`src/control_interval_insert_split_unit_defines.svh`:
```
// Assertion macros shared by the control interval insert/split unit.
// Depends on nothing; included by modules that assert.
`ifndef CONTROL_INTERVAL_INSERT_SPLIT_UNIT_DEFINES_SVH
`define CONTROL_INTERVAL_INSERT_SPLIT_UNIT_DEFINES_SVH
// Implication checked on every clock edge outside reset.
`define CIIS_ASSERT_IMP(lbl, ante, cons, msg) \
    lbl: assert property (@(posedge clk) disable iff (!rst_n) (ante) |-> (cons)) \
        else $error(msg);
// Next-cycle implication checked outside reset.
`define CIIS_ASSERT_NEXT(lbl, ante, cons, msg) \
    lbl: assert property (@(posedge clk) disable iff (!rst_n) (ante) |=> (cons)) \
        else $error(msg);
`endif

```
`src/ciis_pkg.sv`:
```
// Package for the control interval insert/split unit: types, constants, states.
// Depends on nothing.
`timescale 1ns / 1ps
package ciis_pkg;
    localparam int MAX_INTERVALS_DEF = 8;
    localparam int SLOTS_DEF         = 4;
    localparam int KEY_CHARS_DEF     = 15;
    localparam int KEY_W             = 120;

    typedef enum logic [1:0] {
        ST_INSERTED = 2'd0,
        ST_SPLIT    = 2'd1,
        ST_BAD_AREA = 2'd2,
        ST_FULL     = 2'd3
    } status_t;

    typedef struct packed {
        logic [7:0]  area_index;
        logic [63:0] key_high;
        logic [55:0] key_low;
    } in_item_t;

    typedef struct packed {
        logic [1:0] status;
        logic [2:0] interval_used;
        logic [2:0] interval_records;
        logic [3:0] interval_total;
    } out_item_t;

    typedef enum logic [3:0] {
        S_IDLE,
        S_SCAN_RD,
        S_SCAN_CMP,
        S_SEL,
        S_LOAD_RD,
        S_LOAD_CAP,
        S_DECIDE,
        S_WRITE,
        S_OUT
    } state_t;

    // Mask for a key of the given number of characters (120-bit view)
    function automatic logic [KEY_W-1:0] key_mask(input int chars);
        logic [KEY_W-1:0] m;
        m = '0;
        for (int b = 0; b < 15; b++)
        begin
            if (b < chars)
                m[KEY_W-1-8*b -: 8] = 8'hFF;
        end
        return m;
    endfunction
endpackage

```
`src/ciis_key_ram.sv`:
```
// Key slot memory: one write port, one registered read port.
// Depends on ciis_pkg.
`timescale 1ns / 1ps
module ciis_key_ram
    import ciis_pkg::*;
#(
    parameter int DEPTH = MAX_INTERVALS_DEF * SLOTS_DEF
)(
    input  logic                     clk,
    input  logic                     we,
    input  logic [$clog2(DEPTH)-1:0] waddr,
    input  logic [KEY_W-1:0]         wdata,
    input  logic [$clog2(DEPTH)-1:0] raddr,
    output logic [KEY_W-1:0]         rdata
);
    logic [KEY_W-1:0] mem [DEPTH];

    // Write and registered read
    always_ff @(posedge clk)
    begin
        if (we)
            mem[waddr] <= wdata;
        rdata <= mem[raddr];
    end
endmodule

```
`src/control_interval_insert_split_unit.sv`:
```
// Top level of the control interval insert/split unit.
// Depends on ciis_pkg, ciis_key_ram and the assertion macro header.
//
// Usage: one input channel (in_valid/in_ready, payload in_item) carries a
// key and an area index; one output channel (out_valid/out_ready, payload
// out_item) returns one status beat per input beat, in order.
// One item is processed at a time. Each scanned interval takes a memory read
// and then a compare (up to MAX_INTERVALS); each slot of the chosen interval
// (SLOTS_PER_INTERVAL) is loaded by a read and then a capture; then each slot
// is written back (up to SLOTS_PER_INTERVAL+1). A bad area index is answered
// at the accepting edge, so its result is offered the next cycle. The single
// key memory port sets this pace.
// The result sits in an output register; a new beat is not taken until it
// has been delivered, so a stalled receiver stops the input side.
// Reset clears the fill counts and sets one interval in use; the key memory
// is not cleared since only slots below a fill count are ever read.
`timescale 1ns / 1ps
`include "control_interval_insert_split_unit_defines.svh"
module control_interval_insert_split_unit
    import ciis_pkg::*;
#(
    parameter int MAX_INTERVALS      = MAX_INTERVALS_DEF,
    parameter int SLOTS_PER_INTERVAL = SLOTS_DEF,
    parameter int KEY_CHARS          = KEY_CHARS_DEF
)(
    input  logic      clk,
    input  logic      rst_n,
    input  logic      in_valid,
    output logic      in_ready,
    input  in_item_t  in_item,
    output logic      out_valid,
    input  logic      out_ready,
    output out_item_t out_item
);
    localparam int IW    = $clog2(MAX_INTERVALS);
    localparam int SW    = $clog2(SLOTS_PER_INTERVAL);
    localparam int CW    = $clog2(SLOTS_PER_INTERVAL + 2);
    localparam int TW    = $clog2(MAX_INTERVALS + 1);
    localparam int DEPTH = MAX_INTERVALS * SLOTS_PER_INTERVAL;
    localparam int AW    = $clog2(DEPTH);
    localparam int KEEP  = (SLOTS_PER_INTERVAL + 1) / 2;
    localparam logic [KEY_W-1:0] KMASK = key_mask(KEY_CHARS);

    state_t state_reg, state_next;

    logic [CW-1:0]    fill_reg [MAX_INTERVALS];
    logic [TW-1:0]    total_reg, total_next;
    logic [KEY_W-1:0] key_reg, key_next;
    logic [TW-1:0]    idx_reg, idx_next;      // scan index
    logic [IW-1:0]    ci_reg, ci_next;
    logic [CW-1:0]    cnt_reg, cnt_next;      // slot counter
    logic [KEY_W-1:0] buf_reg [SLOTS_PER_INTERVAL + 1];
    logic [CW-1:0]    pos_reg, pos_next;
    logic             split_reg, split_next;
    logic             out_valid_reg;
    out_item_t        out_reg, out_next;
    logic             out_load;

    logic             we;
    logic [AW-1:0]    waddr, raddr;
    logic [KEY_W-1:0] wdata, rdata;
    logic             cap_en, fill_we, fill2_we;
    logic [CW-1:0]    fill_wv;

    ciis_key_ram #(.DEPTH(DEPTH)) u_ram (
        .clk(clk), .we(we), .waddr(waddr), .wdata(wdata),
        .raddr(raddr), .rdata(rdata)
    );

    assign in_ready  = (state_reg == S_IDLE) && !out_valid_reg;
    assign out_valid = out_valid_reg;
    assign out_item  = out_reg;

    function automatic logic [AW-1:0] slot_addr(input logic [IW-1:0] iv,
                                                 input logic [CW-1:0] sv);
        logic [AW+CW-1:0] a;
        a = (AW+CW)'(iv) * (AW+CW)'(SLOTS_PER_INTERVAL) + (AW+CW)'(sv);
        return a[AW-1:0];
    endfunction

    logic [IW-1:0] idx_i;
    logic [CW-1:0] fill_idx, fill_ci;
    logic [IW-1:0] new_iv;
    assign idx_i    = idx_reg[IW-1:0];
    assign fill_idx = fill_reg[idx_i];
    assign fill_ci  = fill_reg[ci_reg];
    assign new_iv   = total_reg[IW-1:0];

    // Next state, memory access and result
    always_comb
    begin
        state_next = state_reg;
        total_next = total_reg;
        key_next   = key_reg;
        idx_next   = idx_reg;
        ci_next    = ci_reg;
        cnt_next   = cnt_reg;
        pos_next   = pos_reg;
        split_next = split_reg;
        out_next   = out_reg;
        out_load   = 1'b0;
        we         = 1'b0;
        waddr      = '0;
        wdata      = '0;
        raddr      = '0;
        cap_en     = 1'b0;
        fill_we    = 1'b0;
        fill2_we   = 1'b0;
        fill_wv    = '0;
        case (state_reg)
            S_IDLE:
            begin
                if (in_valid && in_ready)
                begin
                    key_next = {in_item.key_high, in_item.key_low} & KMASK;
                    idx_next = '0;
                    if (in_item.area_index != 8'd0)
                    begin
                        out_next = '{status: ST_BAD_AREA, interval_used: 3'd0,
                                     interval_records: 3'd0,
                                     interval_total: 4'(total_reg)};
                        out_load = 1'b1;
                    end
                    else
                        state_next = S_SCAN_RD;
                end
            end
            S_SCAN_RD:
            begin
                if (idx_reg >= total_reg)
                begin
                    ci_next    = IW'(total_reg - TW'(1));
                    state_next = S_SEL;
                end
                else if (fill_idx == '0)
                    idx_next = idx_reg + TW'(1);
                else
                begin
                    raddr      = slot_addr(idx_i, fill_idx - CW'(1));
                    state_next = S_SCAN_CMP;
                end
            end
            S_SCAN_CMP:
            begin
                if (!(rdata < key_reg))
                begin
                    ci_next    = idx_i;
                    state_next = S_SEL;
                end
                else
                begin
                    idx_next   = idx_reg + TW'(1);
                    state_next = S_SCAN_RD;
                end
            end
            S_SEL:
            begin
                cnt_next = '0;
                pos_next = fill_ci;
                if (fill_ci == CW'(SLOTS_PER_INTERVAL) && total_reg >= TW'(MAX_INTERVALS))
                begin
                    out_next = '{status: ST_FULL, interval_used: 3'(ci_reg),
                                 interval_records: 3'(fill_ci),
                                 interval_total: 4'(total_reg)};
                    out_load   = 1'b1;
                    state_next = S_IDLE;
                end
                else
                    state_next = S_LOAD_RD;
            end
            S_LOAD_RD:
            begin
                if (cnt_reg >= fill_ci)
                begin
                    cnt_next   = '0;
                    state_next = S_DECIDE;
                end
                else
                begin
                    raddr      = slot_addr(ci_reg, cnt_reg);
                    state_next = S_LOAD_CAP;
                end
            end
            S_LOAD_CAP:
            begin
                cap_en = 1'b1;
                if (key_reg < rdata && pos_reg == fill_ci)
                    pos_next = cnt_reg;
                cnt_next   = cnt_reg + CW'(1);
                state_next = S_LOAD_RD;
            end
            S_DECIDE:
            begin
                split_next = (fill_ci == CW'(SLOTS_PER_INTERVAL));
                cnt_next   = '0;
                state_next = S_WRITE;
            end
            S_WRITE:
            begin
                // merged slot cnt: below pos old, at pos key, above old[cnt-1]
                if (cnt_reg < pos_reg)
                    wdata = buf_reg[cnt_reg];
                else if (cnt_reg == pos_reg)
                    wdata = key_reg;
                else
                    wdata = buf_reg[cnt_reg - CW'(1)];
                we = 1'b1;
                if (split_reg && cnt_reg >= CW'(KEEP))
                    waddr = slot_addr(new_iv, cnt_reg - CW'(KEEP));
                else
                    waddr = slot_addr(ci_reg, cnt_reg);
                if (cnt_reg == fill_ci)
                begin
                    fill_we = 1'b1;
                    if (split_reg)
                    begin
                        fill_wv    = CW'(KEEP);
                        fill2_we   = 1'b1;
                        total_next = total_reg + TW'(1);
                        out_next = '{status: ST_SPLIT, interval_used: 3'(ci_reg),
                                     interval_records: 3'(KEEP),
                                     interval_total: 4'(total_reg + TW'(1))};
                    end
                    else
                    begin
                        fill_wv  = fill_ci + CW'(1);
                        out_next = '{status: ST_INSERTED, interval_used: 3'(ci_reg),
                                     interval_records: 3'(fill_ci + CW'(1)),
                                     interval_total: 4'(total_reg)};
                    end
                    out_load   = 1'b1;
                    state_next = S_IDLE;
                end
                else
                    cnt_next = cnt_reg + CW'(1);
            end
            default:
                state_next = S_IDLE;
        endcase
    end

    // Control registers
    always_ff @(posedge clk or negedge rst_n)
    begin
        if (!rst_n)
        begin
            state_reg     <= S_IDLE;
            total_reg     <= TW'(1);
            out_valid_reg <= 1'b0;
            for (int i = 0; i < MAX_INTERVALS; i++)
                fill_reg[i] <= '0;
        end
        else
        begin
            state_reg <= state_next;
            total_reg <= total_next;
            if (out_load)
                out_valid_reg <= 1'b1;
            else if (out_ready)
                out_valid_reg <= 1'b0;
            if (fill_we)
                fill_reg[ci_reg] <= fill_wv;
            if (fill2_we)
                fill_reg[new_iv] <= CW'(SLOTS_PER_INTERVAL + 1 - KEEP);
        end
    end

    // Payload registers
    always_ff @(posedge clk)
    begin
        key_reg   <= key_next;
        idx_reg   <= idx_next;
        ci_reg    <= ci_next;
        cnt_reg   <= cnt_next;
        pos_reg   <= pos_next;
        split_reg <= split_next;
        out_reg   <= out_next;
        if (cap_en)
            buf_reg[cnt_reg[SW:0]] <= rdata;
    end

    `CIIS_ASSERT_IMP(a_no_accept_busy, in_valid && in_ready, state_reg == S_IDLE && !out_valid_reg, "beat taken while busy")
    `CIIS_ASSERT_IMP(a_total_range, 1'b1, total_reg >= TW'(1) && total_reg <= TW'(MAX_INTERVALS), "interval total out of range")
    `CIIS_ASSERT_NEXT(a_out_hold, out_valid && !out_ready, out_valid && $stable(out_item), "result dropped under stall")
endmodule
```
`config.mk`:
```
export PLATFORM = sky130hd
export DESIGN_NAME = control_interval_insert_split_unit
export DESIGN_NICKNAME = d
export VERILOG_FILES = /design/src/ciis_pkg.sv /design/src/ciis_key_ram.sv /design/src/control_interval_insert_split_unit.sv
export VERILOG_INCLUDE_DIRS = /design/src /design/src/src
export SDC_FILE = /design/constraint.sdc
export NUM_CORES = 2
export LEC_CHECK = 0
export BUFFER_PORTS_ARGS = -buffer_cell sky130_fd_sc_hd__buf_2
export CORE_ASPECT_RATIO = 0.9
export CORE_MARGIN = 2
export CORE_UTILIZATION = 46
export CTS_BUF_LIST = sky130_fd_sc_hd__clkbuf_4
export DETAILED_ROUTE_END_ITERATION = 8
export SETUP_SLACK_MARGIN = 0.4
export SKIP_CTS_REPAIR_TIMING = 1
export SLEW_MARGIN = 10
export SYNTH_ARGS = -nofsm -noshare
export SYNTH_HDL_FRONTEND = slang
export SYNTH_MEMORY_MAX_BITS = 65536
export SYNTH_SLANG_ARGS = --single-unit
```
`constraint.sdc`:
```
create_clock -name clk -period 21.5 [get_ports clk]
set_clock_uncertainty 0.05 [all_clocks]
set_input_delay 4.3 -clock clk [delete_from_list [all_inputs] [get_ports clk]]
set_output_delay 4.3 -clock clk [all_outputs]
set_load 0.01 [all_outputs]
```
==> summary.md <==
| Metric | Value |
|---|---|
| Outcome | finished clean |
| Final standard cell count with taps included and fillers excluded | 20,700 |
| Layout area overhead | 12.3% |
| Clock latency reported for the late side of the worst-skew pair | 1.76 ns |
| Fraction of final layout cells with drive strength greater than 1 | 19.0% |
| Maximum clock frequency | 0.109 GHz |
| Total overflow reported by the global router | 0 |
| CTS buffer count | 1,268 |
| Setup repair after global routing missed its margin | false |
| Vias per inst | 6.07 |
| Data arrival, critical path | 10.69 ns |
| Maximum number of buffers from clock root to sink | 5 |
| Async set-reset flop share out of synthesis | 0.675% |
| Critical path buffers and inverters | 8 |
| Seq/Total Area, Yosys | 73.6% |
| Number of global-route vias before repair | 123,000 |
| Die span in x | 684 um |
| Final routed wirelength across all metal layers | 586 mm |
| Routability Congestion | 0.800 |
| Total global routing track utilization | 27.4% |
| Kind of end point of the critical path | flop |
| Count of port buffers added during placement | 145 |
| Net count after synthesis | 13,800 |
| Leakage power | 74.0 nW |
| Worst relative slew slack | 13.3% |
| Flip-flop count of the largest register after layout | 3,840 |
| Hold violation total from the final report | 0 |
| Yosys top cell area share | 71.9% |
| Critical Path Fanout Max | 173 |
| Number of DRC markers in iteration 0 | 16,800 |
| Startpoint types | flop |
| Cells along the critical path | mux4_2 -> mux2i_1 -> inv_1 -> ha_1 -> nand2b_1 -> a2111oi_1 -> buf_4 -> nand2_1 -> o21ai_4 -> buf_4 -> buf_12 -> buf_4 -> buf_4 -> buf_4 -> buf_4 -> nand2_1 -> and3_1 -> a311oi_1 -> nor3_1 -> o2111ai_1 |
| Via Count | 126,000 |
| Htree depth | 7 |
| Post-synth EDFFs | 4,586 |
| Number of synthesis warnings | 0 |
| Cell at the slowest stage of the critical path | sky130_fd_sc_hd__buf_4 |
| Count of clock tree sinks | 4,741 |
| Initial DRT Pass Iterations | 6 |
| Number of unique standard cell types used by synthesis | 58 |
| CTS clk-pin slew, worst paths | 0.06 ns |
| Avg Cell Area, Syn | 14.2 sq um |
| Worst hold path class | reg2reg |
| Core occupancy in the finished layout | 51.9% |
| Prevailing post-synth register cell | sky130_fd_sc_hd__edfxtp_1 |
| Register bit count reported by yosys | 4,741 |
| Kind of cell with the highest combined delay on the critical path | buffers and inverters |
| Vertical extent of the die | 616 um |
| Die outline area | 421,000 sq um |
| Final slew viol count | 0 |
| HP Start | u_ram.rdata[2] |
| Path type of the worst setup path | reg2reg |
| Max capacitance violation total | 0 |
| Detail-routed net length per standard cell | 28.3 um |
| Clock tree root driver cell | sky130_fd_sc_hd__clkbuf_4 |
| Setup slack of the most critical reg-to-reg path | 12.34 ns |
| CP Data Required Time | 23.04 ns |
| Starting utilization of the core area | 46.2% |
| Maximum number of pins on one net before global-route repair | 203 |
| Initial antenna violation count | 18 |
| Minimum clock period | 9.16 ns |
| Setup TNS after final layout | 0 ns |
| Routed Antenna Nets | 0 |
| Placeable Area | 414,000 sq um |
| Post-place setup slack | 12.47 ns |
| Number of remaining DRC errors | 0 |
| Post-synthesis cell type with the largest combined area | sky130_fd_sc_hd__edfxtp_1 |
| Transition time of the tightest slew-check pin | 1.30 ns |
| Delay of the slowest critical-path stage | 0.78 ns |
| Number of placed I/O pins | 146 |
| Share of the cycle needed by the critical path after routing | 42.6% |
| Cell types occupying the most area after synthesis | sky130_fd_sc_hd__edfxtp_1 72%, sky130_fd_sc_hd__nand2_1 6.2%, sky130_fd_sc_hd__nand3_1 3.0% |
| Setup WS post-layout | 12.34 ns |
| Placement Rows | 224 |
| First-pass GRT wire length | 841 mm |
| Inst Count DP | 18,600 |
| Worst reg2reg path startpoint | ci_reg[0] |
| Crit path top cell by count | sky130_fd_sc_hd__buf_4 |
| Clock tree from TritonCTS | built |
| Power consumption | 17.9 mW |
| Final setup violation count | 0 |
| Number of instances in the synthesized netlist | 13,500 |
| Number of nets in the final layout | 14,600 |
| Power density normalized to cell area | 83.1 nW/um^2 |
| Worst Setup SP | ci_reg[0] |
| Synthesized cell area | 191,000 sq um |
| Final HPWL DP | 286 mm |
| Worst-case vdd ir drop | 0.0630 mV |
-- report_power, final --
| group | switching (mW) | internal (mW) | leakage [nW] |
|---|---|---|---|
| Sequential | 0.0204 | 10.0 | 43.8 |
| Clock | 3.62 | 4.14 | 9.28 |
| Combinational | 0.0542 | 0.0362 | 21.0 |
| Total | 3.69 | 14.2 | 74.0 |
-- synth_stat cells, drive strengths merged, types with 19 or more instances --
master,count
a211oi,485
a21o,57
a21oi,169
a311oi,477
a31oi,125
and3,502
buf,298
clkbuf,651
dfrtp,31
dfxtp,123
edfxtp,4586
ha,148
inv,141
mux2i,321
mux4,250
nand2,3170
nand3,1130
nand4,32
nor2,208
nor3,247
o2111ai,119
o211ai,19
o21ai,97
-- cell type report --
| class | count | area [sq um] |
|---|---|---|
| repair buffers | 512 | 3910 |
| clock buffers | 1871 | 14000 |
| diodes | 25 | 62.6 |
| flip-flops and latches | 4741 | 141000 |
| fillers | 34400 | 199000 |
| clock inverters | 247 | 1370 |
| inverters | 141 | 537 |
| multi-input cells | 7663 | 47100 |
| well taps | 5537 | 6930 |
-- cell families (layout without fill, tap and decap cells) --
kind of cell             Yosys count  count (layout)  synth area share (%)
AO/OA/AOI/OAI                   1581            1581                  6.17
XOR/XNOR                          20              20                0.0915
adder cells (fa/ha/maj)          148             148                 0.967
buffers and inverters           1090            2771                  2.33
flip-flops                      4741            4741                  73.6
multiplexers                     577             577                  4.66
other                              0              25                     0
AND/OR/NAND/NOR                 5337            5337                  12.1
-- cells in the final DEF (no fill, tap or decap), types with 18 or more instances in the layout --
master / synthesis / final
sky130_fd_sc_hd__dfxtp_1: 123 / 120
sky130_fd_sc_hd__mux2i_1: 321 / 321
sky130_fd_sc_hd__and3_1: 502 / 495
sky130_fd_sc_hd__edfxtp_1: 4586 / 4586
sky130_fd_sc_hd__a211oi_2: 0 / 119
sky130_fd_sc_hd__clkinv_2: 0 / 18
sky130_fd_sc_hd__a31oi_1: 125 / 125
sky130_fd_sc_hd__diode_2: 0 / 25
sky130_fd_sc_hd__inv_1: 141 / 140
sky130_fd_sc_hd__nor2_1: 208 / 174
sky130_fd_sc_hd__o2111ai_1: 119 / 119
sky130_fd_sc_hd__o211ai_1: 19 / 19
sky130_fd_sc_hd__nand3_1: 1130 / 1128
sky130_fd_sc_hd__buf_4: 23 / 333
sky130_fd_sc_hd__o21ai_0: 92 / 91
sky130_fd_sc_hd__mux4_2: 250 / 250
sky130_fd_sc_hd__dfrtp_1: 31 / 31
sky130_fd_sc_hd__nand2_1: 3169 / 3167
sky130_fd_sc_hd__buf_2: 197 / 145
sky130_fd_sc_hd__buf_12: 0 / 34
sky130_fd_sc_hd__clkbuf_4: 0 / 1871
sky130_fd_sc_hd__clkinv_1: 0 / 196
sky130_fd_sc_hd__nor2_4: 0 / 34
sky130_fd_sc_hd__nor3_1: 247 / 245
sky130_fd_sc_hd__a21oi_1: 169 / 168
sky130_fd_sc_hd__a21o_1: 57 / 57
sky130_fd_sc_hd__nand4_1: 32 / 32
sky130_fd_sc_hd__a311oi_1: 477 / 477
sky130_fd_sc_hd__ha_1: 148 / 147
sky130_fd_sc_hd__a211oi_1: 485 / 365
-- per-layer routing --
| metal | vias up | part of all wire, % | track usage [%] |
|---|---|---|---|
| met5 | - | 0.0067 | 0 |
| met4 | 6 | 3.0 | 11.0 |
| met3 | 1065 | 10 | 5.32 |
| met2 | 7500 | 47 | 42.9 |
| met1 | 63400 | 40 | 37.8 |
| li1 | 53800 | - | - |
-- per-stage QoR --
step	hold WS, ns	area (sq um)
global placement	0.454	199000
global route	0.446	215000
CTS	0.438	215000
floorplan	0.427	191000
finish	0.449	215000
detailed placement	0.470	199000
-- path summary, 6_finish.rpt --
check                                   to  depth (start not counted)
max in group asynchronous     state_reg[2]                          1
max reg2reg                u_ram.rdata[72]                         20
min reg2reg                  buf_reg[2][2]                          0
max                        u_ram.rdata[72]                         20
min                          buf_reg[2][2]                          0
min in group asynchronous     total_reg[2]                          1
-- worst register-to-register path, delay by kind of cell, from the launching register on --
family | cells | cell delay (ns)
AOI/OAI and AO/OA | 4 | 1.11
adders and majority gates | 1 | 0.35
buffers and inverters | 8 | 4.93
DFF | 1 | 0.71
muxes | 2 | 1.09
and+or+nand+nor | 5 | 0.78
Power figures use the tool's default switching activity.
